--- src/design/shell_line_syntax_check_defines.svh ---
// ----------------------------------------------------------------------------
// Assertion macros for the shell line syntax checker
// Shared helpers for concurrent checks, clocked and reset-qualified.
// ----------------------------------------------------------------------------
`ifndef SHELL_LINE_SYNTAX_CHECK_DEFINES_SVH
`define SHELL_LINE_SYNTAX_CHECK_DEFINES_SVH

// Consequent must hold in the same cycle as the antecedent.
`define SLSC_ASSERT_SAME(label, clk, rst_n, ante, cons) \
    label: assert property (@(posedge clk) disable iff (!(rst_n)) (ante) |-> (cons)) \
        else $error("same-cycle assertion failed");

// Consequent must hold in the cycle after the antecedent.
`define SLSC_ASSERT_NEXT(label, clk, rst_n, ante, cons) \
    label: assert property (@(posedge clk) disable iff (!(rst_n)) (ante) |=> (cons)) \
        else $error("next-cycle assertion failed");

`endif

--- src/design/slsc_pkg.sv ---
// ----------------------------------------------------------------------------
// slsc_pkg
// Types and constants shared by the shell line syntax checker modules.
// ----------------------------------------------------------------------------
`default_nettype none

package slsc_pkg;

    localparam logic [7:0] CH_END    = 8'h00;
    localparam logic [7:0] CH_PIPE   = 8'h7C;
    localparam logic [7:0] CH_SEMI   = 8'h3B;
    localparam logic [7:0] CH_BSLASH = 8'h5C;
    localparam logic [7:0] CH_SQUOTE = 8'h27;
    localparam logic [7:0] CH_DQUOTE = 8'h22;
    localparam logic [7:0] CH_LT     = 8'h3C;
    localparam logic [7:0] CH_GT     = 8'h3E;
    localparam logic [7:0] CH_SPACE  = 8'h20;
    localparam logic [7:0] CH_TAB    = 8'h09;
    localparam logic [7:0] CH_CR     = 8'h0D;

    // Classified character, as it travels from the front to the back.
    typedef struct packed {
        logic is_end;
        logic is_space;
        logic is_redir;
        logic is_gt;
        logic is_pipe;
        logic is_squote;
        logic is_dquote;
        logic is_forbidden;
    } t_char_class;

    typedef enum logic [1:0] {
        REDIR_IDLE = 2'd0,
        REDIR_JUST = 2'd1,
        REDIR_SKIP = 2'd2
    } t_redir_phase;

    typedef enum logic [1:0] {
        TOK_NONE    = 2'd0,
        TOK_NOTOKEN = 2'd1,
        TOK_PIPE    = 2'd2,
        TOK_NEWLINE = 2'd3
    } t_token;

    typedef enum logic [1:0] {
        CHK_NONE  = 2'd0,
        CHK_QUOTE = 2'd1,
        CHK_PIPE  = 2'd2,
        CHK_REDIR = 2'd3
    } t_check;

endpackage

`default_nettype wire

--- src/design/slsc_front.sv ---
// ----------------------------------------------------------------------------
// slsc_front
// Accepts characters and registers their classification for the queue.
// ----------------------------------------------------------------------------
`default_nettype none

module slsc_front
    import slsc_pkg::*;
(
    input  wire logic        i_clk,
    input  wire logic        i_rst_n,
    input  wire logic [7:0]  i_character,
    input  wire logic        i_valid,
    output logic             o_stall,
    input  wire logic        i_queue_full,
    output logic             o_push,
    output t_char_class      o_class
);

    logic        r_valid;
    t_char_class r_class;
    t_char_class n_class;
    logic        accept;

    always_comb begin
        n_class              = '0;
        n_class.is_end       = (i_character == CH_END);
        n_class.is_space     = (i_character == CH_SPACE) ||
                               (i_character inside {[CH_TAB:CH_CR]});
        n_class.is_redir     = (i_character == CH_LT) || (i_character == CH_GT);
        n_class.is_gt        = (i_character == CH_GT);
        n_class.is_pipe      = (i_character == CH_PIPE);
        n_class.is_squote    = (i_character == CH_SQUOTE);
        n_class.is_dquote    = (i_character == CH_DQUOTE);
        n_class.is_forbidden = (i_character == CH_BSLASH) || (i_character == CH_SEMI);
    end

    assign o_push  = r_valid && !i_queue_full;
    assign o_stall = r_valid && i_queue_full;
    assign accept  = i_valid && !o_stall;
    assign o_class = r_class;

    always_ff @(posedge i_clk) begin
        if (!i_rst_n) begin
            r_valid <= 1'b0;
        end else begin
            r_valid <= accept || (r_valid && !o_push);
        end
    end

    always_ff @(posedge i_clk) begin
        if (accept) begin
            r_class <= n_class;
        end
    end

endmodule

`default_nettype wire

--- src/design/slsc_queue.sv ---
// ----------------------------------------------------------------------------
// slsc_queue
// Short register queue of classified characters between front and back.
// ----------------------------------------------------------------------------
`default_nettype none

`include "shell_line_syntax_check_defines.svh"

module slsc_queue
    import slsc_pkg::*;
#(
    parameter int DEPTH = 4
)
(
    input  wire logic        i_clk,
    input  wire logic        i_rst_n,
    input  wire logic        i_push,
    input  wire t_char_class i_class,
    output logic             o_full,
    input  wire logic        i_pop,
    output logic             o_not_empty,
    output t_char_class      o_class
);

    localparam int PTR_W = (DEPTH > 1) ? $clog2(DEPTH) : 1;
    localparam int CNT_W = $clog2(DEPTH + 1);
    localparam logic [PTR_W-1:0] LAST_PTR = PTR_W'(DEPTH - 1);
    localparam logic [CNT_W-1:0] FULL_CNT = CNT_W'(DEPTH);

    t_char_class      r_mem [DEPTH];
    logic [PTR_W-1:0] r_wr_ptr;
    logic [PTR_W-1:0] r_rd_ptr;
    logic [CNT_W-1:0] r_count;

    assign o_full      = (r_count == FULL_CNT);
    assign o_not_empty = (r_count != '0);
    assign o_class     = r_mem[r_rd_ptr];

    always_ff @(posedge i_clk) begin
        if (!i_rst_n) begin
            r_wr_ptr <= '0;
            r_rd_ptr <= '0;
            r_count  <= '0;
        end else begin
            if (i_push) begin
                r_wr_ptr <= (r_wr_ptr == LAST_PTR) ? '0 : r_wr_ptr + 1'b1;
            end
            if (i_pop) begin
                r_rd_ptr <= (r_rd_ptr == LAST_PTR) ? '0 : r_rd_ptr + 1'b1;
            end
            case ({i_push, i_pop})
                2'b10:   r_count <= r_count + 1'b1;
                2'b01:   r_count <= r_count - 1'b1;
                default: r_count <= r_count;
            endcase
        end
    end

    always_ff @(posedge i_clk) begin
        if (i_push) begin
            r_mem[r_wr_ptr] <= i_class;
        end
    end

    `SLSC_ASSERT_SAME(a_count_bound, i_clk, i_rst_n, 1'b1, r_count <= FULL_CNT)
    `SLSC_ASSERT_SAME(a_no_pop_empty, i_clk, i_rst_n, i_pop, r_count != '0)
    `SLSC_ASSERT_NEXT(a_push_only_grows, i_clk, i_rst_n, i_push && !i_pop,
                      r_count == $past(r_count) + 1'b1)

endmodule

`default_nettype wire

--- src/design/slsc_back.sv ---
// ----------------------------------------------------------------------------
// slsc_back
// Runs the quote, pipe and redirection rules and registers the line result.
// ----------------------------------------------------------------------------
`default_nettype none

`include "shell_line_syntax_check_defines.svh"

module slsc_back
    import slsc_pkg::*;
(
    input  wire logic        i_clk,
    input  wire logic        i_rst_n,
    input  wire logic        i_not_empty,
    input  wire t_char_class i_class,
    output logic             o_pop,
    output logic             o_valid,
    input  wire logic        i_stall,
    output logic             o_syntax_ok,
    output logic [1:0]       o_failed_check,
    output logic [1:0]       o_error_token
);

    logic         r_sq, n_sq;
    logic         r_dq, n_dq;
    logic         r_only_spaces, n_only_spaces;
    logic         r_await_pipe, n_await_pipe;
    t_redir_phase r_phase, n_phase;
    logic         r_first_gt, n_first_gt;
    logic         r_quote_fault, n_quote_fault;
    logic         r_pipe_fault, n_pipe_fault;
    t_token       r_rtok, n_rtok;

    logic         r_out_valid;
    logic         r_ok;
    t_check       r_check;
    t_token       r_tok;
    logic         res_ok;
    t_check       res_check;
    t_token       res_tok;
    t_token       end_rtok;

    logic         out_free;
    logic         lead;
    logic         outside;
    logic         end_pop;

    assign out_free = !r_out_valid || !i_stall;
    assign o_pop    = i_not_empty && (!i_class.is_end || out_free);
    assign end_pop  = o_pop && i_class.is_end;

    // Next state of the line trackers.
    always_comb begin
        n_sq          = r_sq;
        n_dq          = r_dq;
        n_only_spaces = r_only_spaces;
        n_await_pipe  = r_await_pipe;
        n_phase       = r_phase;
        n_first_gt    = r_first_gt;
        n_quote_fault = r_quote_fault;
        n_pipe_fault  = r_pipe_fault;
        n_rtok        = r_rtok;
        lead          = r_only_spaces && !i_class.is_space;
        outside       = 1'b1;
        if (i_class.is_end) begin
            n_sq          = 1'b0;
            n_dq          = 1'b0;
            n_only_spaces = 1'b1;
            n_await_pipe  = 1'b0;
            n_phase       = REDIR_IDLE;
            n_first_gt    = 1'b0;
            n_quote_fault = 1'b0;
            n_pipe_fault  = 1'b0;
            n_rtok        = TOK_NONE;
        end else begin
            n_sq    = r_sq ^ (i_class.is_squote && !r_dq);
            n_dq    = r_dq ^ (i_class.is_dquote && !r_sq);
            outside = !n_sq && !n_dq;

            if (i_class.is_forbidden && outside) begin
                n_quote_fault = 1'b1;
            end

            if (!r_pipe_fault) begin
                if (r_await_pipe && i_class.is_space) begin
                    n_await_pipe = 1'b1;
                end else if (i_class.is_pipe && outside) begin
                    if (lead || r_await_pipe) begin
                        n_pipe_fault = 1'b1;
                        n_await_pipe = 1'b0;
                    end else begin
                        n_await_pipe = 1'b1;
                    end
                end else begin
                    n_await_pipe = 1'b0;
                end
            end

            if (r_rtok == TOK_NONE) begin
                if (lead && i_class.is_redir) begin
                    n_rtok  = TOK_NEWLINE;
                    n_phase = REDIR_IDLE;
                end else if (r_phase == REDIR_JUST && i_class.is_redir &&
                             (i_class.is_gt == r_first_gt)) begin
                    n_phase = REDIR_SKIP;
                end else if (r_phase != REDIR_IDLE) begin
                    if (i_class.is_space) begin
                        n_phase = REDIR_SKIP;
                    end else if (i_class.is_pipe) begin
                        n_rtok  = TOK_PIPE;
                        n_phase = REDIR_IDLE;
                    end else if (i_class.is_redir) begin
                        n_rtok  = TOK_NEWLINE;
                        n_phase = REDIR_IDLE;
                    end else begin
                        n_phase = REDIR_IDLE;
                    end
                end else if (i_class.is_redir && outside) begin
                    n_phase    = REDIR_JUST;
                    n_first_gt = i_class.is_gt;
                end
            end

            if (!i_class.is_space) begin
                n_only_spaces = 1'b0;
            end
        end
    end

    // Line result, priority quotes, then pipes, then redirections.
    always_comb begin
        end_rtok  = r_rtok;
        res_ok    = 1'b0;
        res_check = CHK_NONE;
        res_tok   = TOK_NONE;
        if (r_rtok == TOK_NONE && r_phase != REDIR_IDLE) begin
            end_rtok = TOK_NEWLINE;
        end
        if (r_quote_fault || r_sq || r_dq) begin
            res_check = CHK_QUOTE;
            res_tok   = TOK_NOTOKEN;
        end else if (r_pipe_fault || r_await_pipe) begin
            res_check = CHK_PIPE;
            res_tok   = TOK_PIPE;
        end else if (end_rtok != TOK_NONE) begin
            res_check = CHK_REDIR;
            res_tok   = end_rtok;
        end else begin
            res_ok = 1'b1;
        end
    end

    always_ff @(posedge i_clk) begin
        if (!i_rst_n) begin
            r_sq          <= 1'b0;
            r_dq          <= 1'b0;
            r_only_spaces <= 1'b1;
            r_await_pipe  <= 1'b0;
            r_phase       <= REDIR_IDLE;
            r_first_gt    <= 1'b0;
            r_quote_fault <= 1'b0;
            r_pipe_fault  <= 1'b0;
            r_rtok        <= TOK_NONE;
            r_out_valid   <= 1'b0;
        end else begin
            if (o_pop) begin
                r_sq          <= n_sq;
                r_dq          <= n_dq;
                r_only_spaces <= n_only_spaces;
                r_await_pipe  <= n_await_pipe;
                r_phase       <= n_phase;
                r_first_gt    <= n_first_gt;
                r_quote_fault <= n_quote_fault;
                r_pipe_fault  <= n_pipe_fault;
                r_rtok        <= n_rtok;
            end
            if (end_pop) begin
                r_out_valid <= 1'b1;
            end else if (!i_stall) begin
                r_out_valid <= 1'b0;
            end
        end
    end

    always_ff @(posedge i_clk) begin
        if (end_pop) begin
            r_ok    <= res_ok;
            r_check <= res_check;
            r_tok   <= res_tok;
        end
    end

    assign o_valid        = r_out_valid;
    assign o_syntax_ok    = r_ok;
    assign o_failed_check = r_check;
    assign o_error_token  = r_tok;

    `SLSC_ASSERT_NEXT(a_end_clears_line, i_clk, i_rst_n, end_pop,
                      r_out_valid && r_only_spaces && !r_sq && !r_dq)
    `SLSC_ASSERT_SAME(a_ok_means_clean, i_clk, i_rst_n, r_out_valid && r_ok,
                      r_check == CHK_NONE && r_tok == TOK_NONE)
    `SLSC_ASSERT_SAME(a_pipe_fault_no_wait, i_clk, i_rst_n, r_pipe_fault, !r_await_pipe)

endmodule

`default_nettype wire

--- src/design/shell_line_syntax_check.sv ---
// ----------------------------------------------------------------------------
// shell_line_syntax_check
// Checks shell command lines for quote, pipe and redirection errors.
// ----------------------------------------------------------------------------
// Characters of a command line enter on i_character with i_valid; an item is
// taken at a clock edge where i_valid is high and o_stall is low. A zero byte
// ends the line. Only the end byte produces a result: o_syntax_ok,
// o_failed_check and o_error_token are shown with o_valid and are taken at an
// edge where o_valid is high and i_stall is low; all other characters produce
// nothing on the output side.
// Throughput is one character per clock cycle while o_stall is low. The
// result of an end byte passes through the front classification register
// and the queue before it is held in the back output register. The back
// updates its line state once for each character it pops, which sets the
// rate. While the receiver stalls, characters that are not end bytes keep
// flowing through the back; an end byte waits at the head of the queue, and
// o_stall rises once the queue holds QUEUE_DEPTH items and one more waits in
// the front register.
// Synchronous reset clears the queue, the output register and the line state,
// so the block starts at the beginning of a fresh line.
// ----------------------------------------------------------------------------
`default_nettype none

module shell_line_syntax_check
    import slsc_pkg::*;
#(
    parameter int QUEUE_DEPTH = 4
)
(
    input  wire logic        i_clk,
    input  wire logic        i_rst_n,
    input  wire logic [7:0]  i_character,
    input  wire logic        i_valid,
    output logic             o_stall,
    output logic             o_valid,
    input  wire logic        i_stall,
    output logic             o_syntax_ok,
    output logic [1:0]       o_failed_check,
    output logic [1:0]       o_error_token
);

    t_char_class front_class;
    t_char_class queue_class;
    logic        push;
    logic        pop;
    logic        queue_full;
    logic        queue_not_empty;

    slsc_front u_front (
        .i_clk        (i_clk),
        .i_rst_n      (i_rst_n),
        .i_character  (i_character),
        .i_valid      (i_valid),
        .o_stall      (o_stall),
        .i_queue_full (queue_full),
        .o_push       (push),
        .o_class      (front_class)
    );

    slsc_queue #(
        .DEPTH (QUEUE_DEPTH)
    ) u_queue (
        .i_clk       (i_clk),
        .i_rst_n     (i_rst_n),
        .i_push      (push),
        .i_class     (front_class),
        .o_full      (queue_full),
        .i_pop       (pop),
        .o_not_empty (queue_not_empty),
        .o_class     (queue_class)
    );

    slsc_back u_back (
        .i_clk          (i_clk),
        .i_rst_n        (i_rst_n),
        .i_not_empty    (queue_not_empty),
        .i_class        (queue_class),
        .o_pop          (pop),
        .o_valid        (o_valid),
        .i_stall        (i_stall),
        .o_syntax_ok    (o_syntax_ok),
        .o_failed_check (o_failed_check),
        .o_error_token  (o_error_token)
    );

endmodule

`default_nettype wire

--- config.mk ---
export PLATFORM = sky130hd
export DESIGN_NAME = shell_line_syntax_check
export DESIGN_NICKNAME = d
export VERILOG_FILES = /design/src/design/slsc_pkg.sv /design/src/design/slsc_front.sv /design/src/design/slsc_queue.sv /design/src/design/slsc_back.sv /design/src/design/shell_line_syntax_check.sv
export VERILOG_INCLUDE_DIRS = /design/src /design/src/design
export SDC_FILE = /design/constraint.sdc
export NUM_CORES = 1
export LEC_CHECK = 0
export BUFFER_PORTS_ARGS = -buffer_cell sky130_fd_sc_hd__buf_2
export CAP_MARGIN = 25
export CORE_MARGIN = 5
export CORE_UTILIZATION = 40
export CTS_CLUSTER_DIAMETER = 50
export DETAILED_ROUTE_END_ITERATION = 12
export PLACE_DENSITY_LB_ADDON = 0.2
export SYNTH_ARGS = -nofsm -noshare
export SYNTH_HDL_FRONTEND = slang
export SYNTH_SLANG_ARGS = --single-unit
export TNS_END_PERCENT = 5
--- constraint.sdc ---
create_clock -name i_clk -period 5.3 [get_ports i_clk]
set_clock_uncertainty 0.05 [all_clocks]
set_input_delay 0.53 -clock i_clk [delete_from_list [all_inputs] [get_ports i_clk]]
set_output_delay 0.53 -clock i_clk [all_outputs]
set_load 0.01 [all_outputs]
Word-level counts from Yosys, hierarchy flattened
Memories as Yosys holds them, arrays and structs flattened. A register that Yosys moved wholly into a read port is not among the register bits.
Cells that the tools add are included.

word-level totals
  bits in registers = 33
  output and inout port bits = 7
  memory bits (writable) = 32
  memories kept = 1

memories
  name           depth  width  read ports  clocked after Yosys merged registers in  write ports  RTL line          RTL
  u_queue.r_mem  4      8      1           1                                        1            slsc_queue.sv:30  t_char_class r_mem [DEPTH];

operators by class
  $add $sub $neg = 4
  bitwise logic cells = 2
  mux-type cells = 52
  reduce and logical (&&, ||, !) cells = 59
  magnitude comparators = 2
  eq/ne operators = 23

operators with widths
  operator               number
  $eq A8 B6 Y1 const B   6
  $mux W2                24
  $mux W1                27
  $logic_and A1 B1 Y1    19
  $eq A8 B7 Y1 const B   2
  $ne A2 B1 Y1 const B   6
  $reduce_and A6 Y1      2
  $reduce_bool A2 Y1     6
  $logic_not A1 Y1       11
  $logic_or A1 B1 Y1     10
  $ge A8 B4 Y1 const B   1
  $le A8 B4 Y1 const B   1
  $logic_not A8 Y1       1
  $eq A2 B2 Y1 const B   3
  $pmux W3 S2            1
  $reduce_and A2 Y1      3
  $reduce_bool A3 Y1     2
  $reduce_bool A5 Y1     1
  $add A2 B1 Y2 const B  2
  $eq A2 B1 Y1 const B   2
  $reduce_bool A4 Y1     1
  $add A3 B1 Y3 const B  1
  $eq A3 B3 Y1 const B   1
  $ne A3 B1 Y1 const B   1
  7 further kinds        8

Logic depth before layout (Yosys ltp)
Gate-level depths: netlist (run 1).

  depth after elaboration = 12
  mapped depth = 11
  gate-level depth less buffers = 10

Hierarchy
A second synthesis (run 1) with hierarchy kept.

unflattened totals
  cells, all modules = 224
  area total of the unflattened synthesis = 2,977.9 um^2

by module, submodules not included
  module      seq. area each (um^2)  cells each  times used  area an instance (um^2)
  slsc_queue  1,141.1                85          1           1,614.0
  slsc_back   390.4                  102         1           902.1
  slsc_front  260.2                  37          1           461.7

Worst setup path after synthesis (run 1)
OpenSTA, ideal clock, no wires.

  path type = register to register
  from = register (tool-made name)
  to = register u_queue.r_count[2]
  setup time = 0.071 ns
  setup slack = 2.568 ns
  data required time = 5.179 ns
  data arrival time = 2.612 ns
  cell stages (with the launch flop) = 12
  cells stage by stage = dfxtp_1 buf_6 mux4_2 buf_2 a31o_2 inv_2 ha_1 inv_1 fa_1 xor2_1 or3_1 a21oi_1

RTL lines
  element                 RTL line          RTL
  end signal: assignment  slsc_queue.sv:52  2'b10: r_count <= r_count + 1'b1;
  end signal: assignment  slsc_queue.sv:53  2'b01: r_count <= r_count - 1'b1;
  end signal: assignment  slsc_queue.sv:54  default: r_count <= r_count;
  end: declaration        slsc_queue.sv:33  logic [CNT_W-1:0] r_count;

==> flow_metrics.env, run 1 <==
export IMPL_outcome="completed"
export IMPL_ant_nets=0
export IMPL_fin_crit_ns=3.15
export IMPL_nNetsFinal=277
export IMPL_slew_headroom_pct=54.2
export IMPL_min_period_over_period_pct=59.4
export IMPL_vias=1880
export IMPL_htree_levels=3
export IMPL_reg2reg_depth=9
export IMPL_power_density_nw_per_um2=514
export IMPL_clock_root_buffer="clkbuf_8"
export IMPL_wirelength_mm=5.56
export IMPL_cp_end_kind="flop"
export IMPL_initial_core_util_pct=40.7
export IMPL_drc=0
export IMPL_synth_cell_types=49
export IMPL_fp_coreArea_sq_um=7210
export IMPL_post_cts_buffers=0
export IMPL_finalPower_w=0.00174
export IMPL_clkTransAtPathRegs_ns=0.08
export IMPL_path_class="reg -> reg"
export IMPL_cellLeakagePower_nw=1.24
export IMPL_antenna_found_initial=0
export IMPL_cts_tree="yes"
export IMPL_cp_buffers_inverters=2
export IMPL_first_iter_violations=54
export IMPL_die_w_um=95.7
export IMPL_clk_latency_ns=0.33
export IMPL_netlist_instances=236
export IMPL_ys_seq_area_share_pct=61.0
export IMPL_required_ns=5.51
export IMPL_antennaDiodeCount=0
export IMPL_min_from="i_valid"
export IMPL_maxCapViolations=0
export IMPL_fin_util_pct=46.8
export IMPL_synth_main_ff_cell="edfxtp_1"
export IMPL_fillCellCount=660
export IMPL_crit_path_start_kind="flop"
export IMPL_reg2reg_slack_ns=2.15
export IMPL_numCtsBuffers=9
export IMPL_fmax_mhz=317
export IMPL_min_path_type="in -> reg"
export IMPL_tightest_slew_ns=0.681
export IMPL_tns_ns=0
export IMPL_synth_seq_cells=67
export IMPL_dieArea_sq_um=9160
export IMPL_setup_viol_count_final=0
export IMPL_io_buffers=18
export IMPL_synth_area_sq_um=2940
export IMPL_worst_path_max_delay_cell="mux4_2"
export IMPL_routedWlPerCell_um=15.4
export IMPL_cp_cell_sequence="mux4_2, a31o_2, inv_2, ha_1, inv_1, fa_1, xor2_1, or3_1, a21oi_1"
export IMPL_syn_to_final_growth_pct=15.0
export IMPL_crit_path_max_fanout=10
export IMPL_worstPathArrival_ns=3.36
export IMPL_grt_pass1_vias=1950
export IMPL_min_to="u_front.r_valid"
export IMPL_ctsResizeCount=0
export IMPL_ir_worst_vdd_uv=150
export IMPL_synthesis_nets=255
export IMPL_final_max_slew_viol_count=0
export IMPL_overflow=0
export IMPL_regToRegEndpoint="u_queue.r_count[2]"
export IMPL_grt_use_total_pct=13.8
export IMPL_synthArstFlopShare_pct=0
export IMPL_hold_buffers=0
export IMPL_hpwl_mm=4.01
export IMPL_drive_gt1_share_pct=16.7
export IMPL_finalHoldViolations=0
export IMPL_clock_path_buffers=2
export IMPL_hold_depth=3
export IMPL_grt_max_degree=16
export IMPL_rsz0062_at_grt="no"
export IMPL_grt_pass1_wl_mm=9.34
export IMPL_die_h_um=95.7
export IMPL_ys_warn_count=0
export IMPL_num_rows=31
export IMPL_crit_path_max_incr_delay_ns=0.70
export IMPL_cpLargestDelayFamily="multiplexers"
export IMPL_avgSynthCellArea_sq_um=12.4
export IMPL_gp_congestion=0.819
export IMPL_num_io_pins=19
export IMPL_synth_edf_count=45
export IMPL_drtPass1Iterations=4
export IMPL_cts_sinks=67
export IMPL_vias_per_cell=5.19
## worst reg2reg max path: cells and delay by family, from the launching register on
kind / cells / cell delay, ns
and+or+nand+nor: 1 / 0.31
AOI/OAI and AO/OA: 2 / 0.51
DFF: 1 / 0.61
muxes: 1 / 0.70
adders and majority gates: 2 / 0.56
xor gates and xnor gates: 1 / 0.16
buffers and inverters: 2 / 0.17
## registers in the layout, summed over array words and instances, names as in the netlist, 2 cells and up, named ones only
register	flops
u_back.r_rtok	2
u_queue.r_wr_ptr	2
u_queue.r_mem	32
u_front.o_class	8
u_back.r_phase	2
u_queue.r_count	3
u_back.o_error_token	2
u_back.o_failed_check	2
u_queue.r_rd_ptr	2
## how the worst max path moves through the flow
| stage | endpoint | slack, ns | depth (start not counted) |
|---|---|---|---|
| after floorplan | u_queue.r_count[2] | 2.57 | 11 |
| after global placement | u_queue.r_count[2] | 2.27 | 9 |
| after detailed placement | u_queue.r_count[2] | 2.17 | 9 |
| after CTS | u_queue.r_count[2] | 2.16 | 9 |
| after global routing | u_queue.r_count[2] | 1.98 | 9 |
| final | u_queue.r_count[2] | 2.15 | 9 |
## placed cells by master (no fill, tap or decap), drive strengths merged, types with 2 or more instances in the layout
cell type | netlist | final
and3 | 6 | 6
ha | 6 | 6
or4 | 2 | 2
mux2i | 4 | 4
xor2 | 3 | 3
buf | 4 | 18
a21oi | 14 | 14
nand2 | 21 | 21
edfxtp | 45 | 45
and2 | 3 | 3
nor2 | 26 | 26
nand3 | 7 | 7
inv | 12 | 12
nor4 | 5 | 5
o21ai | 7 | 7
nor3 | 7 | 7
a31oi | 3 | 3
dfxtp | 22 | 22
o32ai | 2 | 2
o21a | 2 | 2
bufinv | 0 | 4
clkbuf | 3 | 9
clkinv | 0 | 2
mux4 | 7 | 7
a41oi | 2 | 2
or3 | 3 | 3
## logic make-up after synthesis
logic type | share of synthesized area, %
adder cells (fa/ha/maj) | 3.24
buffers and inverters | 2.77
AO/OA/AOI/OAI | 9.37
flip-flops | 61.0
XOR/XNOR | 0.895
AND/OR/NAND/NOR | 15.2
multiplexers | 7.50
## layout make-up
class	count	area (sq um)	area share, %
well taps	99	124	3.67
clock buffers	9	124	3.67
multi-input cells	150	1060	31.5
repair buffers	18	90.1	2.67
inverters	12	45.0	1.33
clock inverters	7	140	4.15
flip-flops and latches	67	1790	53.0
## power breakdown
| group | leakage [nW] | switching, W | total, W | internal, W |
|---|---|---|---|---|
| Sequential | 0.603 | 0.0000682 | 0.000717 | 0.000648 |
| Combinational | 0.509 | 0.000268 | 0.000463 | 0.000195 |
| Clock | 0.127 | 0.000196 | 0.000556 | 0.000359 |
## per-layer routing
layer | track usage [%] | vias to the layer above | wire length [um]
met5 | 0 | - | 0
met1 | 16.5 | 900 | 2480
met2 | 22.8 | 46 | 2740
met3 | 3.52 | 8 | 203
met4 | 7.70 | 0 | 131
li1 | - | 926 | -
## Yosys cell counts (2+ instances only)
master | n | area, sq um
clkbuf_1 | 3 | 11.3
nand3_1 | 7 | 35.0
buf_2 | 2 | 10.0
o21a_1 | 2 | 15.0
dfxtp_1 | 22 | 440
and2_1 | 3 | 18.8
mux4_1 | 3 | 78.8
o21ai_0 | 7 | 35.0
inv_1 | 11 | 41.3
nor4_1 | 5 | 31.3
nor2_1 | 26 | 97.6
a31oi_1 | 3 | 18.8
and3_1 | 6 | 37.5
mux2i_1 | 4 | 40.0
xor2_1 | 3 | 26.3
a41oi_1 | 2 | 17.5
a21oi_1 | 14 | 70.1
nand2_1 | 21 | 78.8
mux4_2 | 4 | 90.1
edfxtp_1 | 45 | 1350
o32ai_1 | 2 | 17.5
ha_1 | 6 | 75.1
or3_1 | 3 | 18.8
nor3_1 | 7 | 35.0
## metrics by stage
step / hold WS, ns / area [sq um] / worst slack (ns) / instances
2_1_floorplan: 0.388 / 2940 / 2.57 / 236
3_3_place_gp: 0.423 / 3120 / 2.27 / 346
3_5_place_dp: 0.431 / 3120 / 2.17 / 346
4_1_cts: 0.358 / 3380 / 2.16 / 362
5_1_grt: 0.381 / 3380 / 1.98 / 362
6_report: 0.369 / 3380 / 2.15 / 362
No activity file was read; power rests on OpenSTA's default activity.
==> run 2, diff against run 1 <==
ABC_AREA = 1   (was unset)
clock period = 2.65 ns   (was 5.3 ns; I/O delays follow)
==> flow_metrics.env, run 2 <==
export IMPL_outcome="completed"
export IMPL_synthTopCellsByCount="nand2_1 (72), edfxtp_1 (45), inv_1 (42)"
export IMPL_tightest_slew_ns=0.732
export IMPL_hpwl_mm=4.42
export IMPL_clk_latency_ns=0.34
export IMPL_cp_end_kind="flop"
export IMPL_synth_seq_cells=67
export IMPL_tns_ns=0
export IMPL_first_iter_violations=96
export IMPL_antennaDiodeCount=0
export IMPL_clkTransAtPathRegs_ns=0.07
export IMPL_nNetsFinal=383
export IMPL_finalHoldViolations=0
export IMPL_clock_path_buffers=2
export IMPL_worstPathArrival_ns=2.50
export IMPL_cp_buffers_inverters=2
export IMPL_fmax_mhz=430
export IMPL_drtPass1Iterations=4
export IMPL_grt_max_degree=17
export IMPL_min_period_over_period_pct=87.7
export IMPL_largest_register="u_queue.r_mem"
export IMPL_ys_warn_count=0
export IMPL_synth_edf_count=45
export IMPL_yosys_area_top_type="edfxtp_1"
export IMPL_clock_root_buffer="clkbuf_8"
export IMPL_cts_tree="yes"
export IMPL_vias_per_cell=4.70
export IMPL_gp_congestion=0.828
export IMPL_numCtsBuffers=9
export IMPL_die_h_um=99.1
export IMPL_worst_path_max_delay_cell="dfxtp_2"
export IMPL_min_path_type="in -> reg"
export IMPL_synth_area_sq_um=3170
export IMPL_synthesis_nets=356
export IMPL_grt_use_total_pct=12.8
export IMPL_post_cts_buffers=0
export IMPL_crit_path_max_fanout=10
export IMPL_dieArea_sq_um=9820
export IMPL_wirelength_mm=5.79
export IMPL_cellLeakagePower_nw=1.51
export IMPL_drive_gt1_share_pct=19.2
export IMPL_fin_crit_ns=2.32
export IMPL_path_class="reg -> reg"
export IMPL_seqCellArea_sq_um=1790
export IMPL_maxCapViolations=0
export IMPL_synth_most_common_cell="nand2_1"
export IMPL_rsz0062_at_grt="no"
export IMPL_fp_coreArea_sq_um=7730
export IMPL_overflow=0
export IMPL_crit_path_start_kind="flop"
export IMPL_cts_sinks=67
export IMPL_synth_cell_types=34
export IMPL_crit_path_max_incr_delay_ns=0.39
export IMPL_drc=0
export IMPL_multi_input_area_sq_um=1160
export IMPL_final_common_cell="nand2_1"
export IMPL_io_buffers=18
export IMPL_layout_common_cells="nand2_1 (72), edfxtp_1 (45), inv_1 (42), nor2_1 (34), nand3_1 (27)"
export IMPL_slew_headroom_pct=51.0
export IMPL_power_density_nw_per_um2=1160
export IMPL_grt_pass1_vias=2126
export IMPL_required_ns=2.83
export IMPL_die_w_um=99.1
export IMPL_synth_main_ff_cell="edfxtp_1"
export IMPL_synth_top_area_share_pct=42.6
export IMPL_synth_area_top_cells="edfxtp_1 (43%), dfxtp_1 (14%), nand2_1 (8.5%), inv_1 (5.0%), nand3_1 (4.3%)"
export IMPL_ys_seq_area_share_pct=56.4
export IMPL_whs_ns=0.160
export IMPL_fillCellCount=720
export IMPL_cpLargestDelayFamily="adder cells"
export IMPL_synthArstFlopShare_pct=0
export IMPL_htree_levels=3
export IMPL_setup_viol_count_final=0
export IMPL_num_io_pins=19
export IMPL_cp_cell_sequence="buf_4, nand2_1, nand3_2, nand2_4, nand2_2, nand2_4, ha_1, inv_1, fa_1, a21oi_1, o21ai_0, o21ai_0, a21oi_1"
export IMPL_netlist_instances=337
export IMPL_vias=2213
export IMPL_ant_nets=0
export IMPL_largest_reg_flops=32
export IMPL_syn_to_final_growth_pct=13.8
export IMPL_grt_pass1_wl_mm=9.87
export IMPL_num_rows=32
export IMPL_avgSynthCellArea_sq_um=9.42
export IMPL_routedWlPerCell_um=12.3
export IMPL_final_max_slew_viol_count=0
export IMPL_antenna_found_initial=0
export IMPL_initial_core_util_pct=41.1
export IMPL_ir_worst_vdd_uv=421
[run 2: layer usage]
metal  track usage [%]  wire (um)  vias up  part of all wire (%)
met4              6.20        118        0                   2.0
met3              3.40        216       10                   3.7
met2              19.8       2670       43                    46
met5                 0          0        -                     0
met1              16.6       2790      987                    48
li1                  -          -     1173                     -
[run 2: timing repair]
action | 4_1_cts | 5_1_grt
resized for setup | 0 | 1
hold buffers | 0 | 0
setup endpoints to repair | 0 | 1
[run 2: worst paths after layout]
kind                                      startpoint                    to  slack (ns)  depth (start not counted)
worst min-delay path                         i_valid       u_front.r_valid        0.16                          3
worst min register to register  u_back.r_quote_fault  u_back.r_quote_fault        0.40                          2
worst max-delay path                            flop    u_queue.r_count[2]        0.33                         13
worst max register to register                  flop    u_queue.r_count[2]        0.33                         13
[run 2: worst register-to-register path: cells and delay by family (launching register included)]
kind,cells,cell delay [ns]
buffers and inverters,2,0.24
and+or+nand+nor,5,0.52
DFF,1,0.39
AOI/OAI and AO/OA,4,0.46
adders and majority gates,2,0.54
[run 2: logic make-up (layout without fill, tap and decap cells)]
group	after synthesis	in the layout	synth area share [%]
compound gates	39	39	6.86
fa+ha+maj	7	7	3.00
buf+inv	52	84	7.13
flops	67	67	56.4
simple gates	172	172	26.6
[run 2: metrics by stage]
step	total power, W	utilization [%]	setup slack [ns]	std cells	cell area, sq um
6_report	0.00419	46.8	0.326	471	3610
5_1_grt	0.00456	46.8	0.0463	471	3610
4_1_cts	0.00423	46.7	0.199	471	3610
3_5_place_dp	0.00322	43.6	0.211	455	3370
3_3_place_gp	0.00319	43.6	0.248	455	3370
2_1_floorplan	0.00285	-	0.599	337	3170
[run 2: final cells by class]
cell class	instances	area share, %
Clock inverter	7	3.22
Timing Repair Buffer	21	3.12
Multi-Input combinational cell	218	32.0
Tap cell	102	3.53
Inverter	47	5.09
Clock buffer	9	3.43
Sequential cell	67	49.6
[run 2: power breakdown]
part | leakage [nW] | switching (W) | internal, W
clock | 0.119 | 0.000381 | 0.000623
combinational | 0.787 | 0.00111 | 0.000580
sequential | 0.606 | 0.000141 | 0.00136
total | 1.51 | 0.00163 | 0.00256
==> run 3, diff against run 2 <==
MAX_ROUTING_LAYER = met4   (was unset)
==> flow_metrics.env, run 3 (same netlist as run 2, synthesis figures left out) <==
export IMPL_outcome="completed"
export IMPL_final_max_slew_viol_count=0
export IMPL_num_io_pins=19
export IMPL_fp_coreArea_sq_um=7730
export IMPL_largest_reg_flops=32
export IMPL_overflow=0
export IMPL_finalHoldViolations=0
export IMPL_worst_path_max_delay_cell="dfxtp_2"
export IMPL_cp_cell_sequence="buf_4, nand2_1, nand3_2, nand2_4, nand2_2, nand2_4, ha_1, inv_1, fa_1, a21oi_1, o21ai_0, o21ai_0, a21oi_1"
export IMPL_worstPathArrival_ns=2.50
export IMPL_nNetsFinal=383
export IMPL_layout_common_cells="nand2_1 (72), edfxtp_1 (45), inv_1 (42), nor2_1 (34), nand3_1 (27)"
export IMPL_min_path_type="in -> reg"
export IMPL_gp_congestion=0.841
export IMPL_vias_per_cell=4.70
export IMPL_vias=2215
export IMPL_drive_gt1_share_pct=19.2
export IMPL_clk_latency_ns=0.33
export IMPL_die_h_um=99.1
export IMPL_fin_crit_ns=2.32
export IMPL_ir_worst_vdd_uv=421
export IMPL_required_ns=2.83
export IMPL_pre_cts_ws_ns=0.211
export IMPL_crit_path_max_incr_delay_ns=0.39
export IMPL_reg2reg_depth=13
export IMPL_cts_sinks=67
export IMPL_die_w_um=99.1
export IMPL_min_period_over_period_pct=87.7
export IMPL_layout_setup_ws_ns=0.325
export IMPL_crit_path_max_fanout=10
export IMPL_num_rows=32
export IMPL_setup_viol_count_final=0
export IMPL_hold_depth=3
export IMPL_finalPower_w=0.00419
export IMPL_clock_root_buffer="clkbuf_8"
export IMPL_antenna_found_initial=0
export IMPL_min_from="i_valid"
export IMPL_initial_core_util_pct=41.1
export IMPL_cp_buffers_inverters=2
export IMPL_design_area_sq_um=3610
export IMPL_maxCapViolations=0
export IMPL_antennaDiodeCount=0
export IMPL_syn_to_final_growth_pct=13.8
export IMPL_place_area_sq_um=3370
export IMPL_ant_nets=0
export IMPL_routedWlPerCell_um=12.3
export IMPL_htree_levels=3
export IMPL_clock_path_buffers=2
export IMPL_rsz0062_at_grt="no"
export IMPL_first_iter_violations=95
export IMPL_largest_register="u_queue.r_mem"
export IMPL_cpLargestDelayFamily="adder cells"
export IMPL_io_buffers=18
export IMPL_min_to="u_front.r_valid"
export IMPL_tightest_slew_ns=0.732
export IMPL_wirelength_mm=5.77
export IMPL_clkTransAtPathRegs_ns=0.07
export IMPL_cp_end_kind="flop"
export IMPL_fmax_mhz=430
export IMPL_grt_pass1_wl_mm=9.85
export IMPL_cts_tree="yes"
export IMPL_numCtsBuffers=9
export IMPL_slew_headroom_pct=51.0
export IMPL_whs_ns=0.162
export IMPL_path_class="reg -> reg"
export IMPL_power_density_nw_per_um2=1160
export IMPL_drc=0
export IMPL_drtPass1Iterations=4
export IMPL_final_common_cell="nand2_1"
export IMPL_tns_ns=0
export IMPL_grt_use_total_pct=13.2
export IMPL_dieArea_sq_um=9820
export IMPL_hpwl_mm=4.42
export IMPL_crit_path_start_kind="flop"
export IMPL_cellLeakagePower_nw=1.51
export IMPL_reg2reg_slack_ns=0.33
export IMPL_regToRegEndpoint="u_queue.r_count[2]"
export IMPL_grt_max_degree=17
export IMPL_grt_pass1_vias=2129
## run 3: cell counts in the layout (fill, tap and decap cells not counted)
No cell type changed its count.
## run 3: what timing repair did
| item | in CTS | in global routing |
|---|---|---|
| gates resized for setup | 0 | 1 |
| setup endpoints to repair | 0 | 1 |
| setup buffers | 0 | 0 |
| hold buffers | 0 | 0 |
## run 3: how the worst max path moves through the flow
stage,cells past startpoint,slack (ns),endpoint
final,13,0.33,u_queue.r_count[2]
after global routing,13,0.05,u_queue.r_count[2]
after CTS,13,0.20,u_queue.r_count[2]
after detailed placement,13,0.21,u_queue.r_count[2]
after global placement,13,0.25,u_queue.r_count[2]
after floorplan,13,0.60,u_queue.r_count[2]
## run 3: cell type report
class | instances | area (sq um)
flip-flops and latches | 67 | 1790
clock inverters | 7 | 116
well taps | 102 | 128
clock buffers | 9 | 124
repair buffers | 21 | 113
inverters | 47 | 184
multi-input cells | 218 | 1160
fillers | 720 | 4110
## run 3: worst reg2reg max path, delay by kind of cell (launching register included)
kind                     cells  cell delay (ns)
AO/OA/AOI/OAI                4             0.46
adder cells (fa/ha/maj)      2             0.54
buffers and inverters        2             0.24
flip-flops                   1             0.39
AND/OR/NAND/NOR              5             0.53
## run 3: power breakdown
part | internal (W) | total [W] | leakage, nW | switching, W
Combinational | 0.000580 | 0.00169 | 0.787 | 0.00111
Clock | 0.000623 | 0.00100 | 0.119 | 0.000380
Sequential | 0.00136 | 0.00150 | 0.606 | 0.000141
Total | 0.00256 | 0.00419 | 1.51 | 0.00163
## run 3: per-stage QoR
step / cells / util (%)
CTS: 471 / 46.7
finish: 471 / 46.8
detailed placement: 455 / 43.6
global placement: 455 / 43.6
floorplan: 337 / -
global route: 471 / 46.8
## run 3: per-layer routing
layer	wire (um)	GRT usage, %
met5	0	-
met4	116	5.88
met3	212	3.47
met2	2670	19.8
met1	2780	16.6
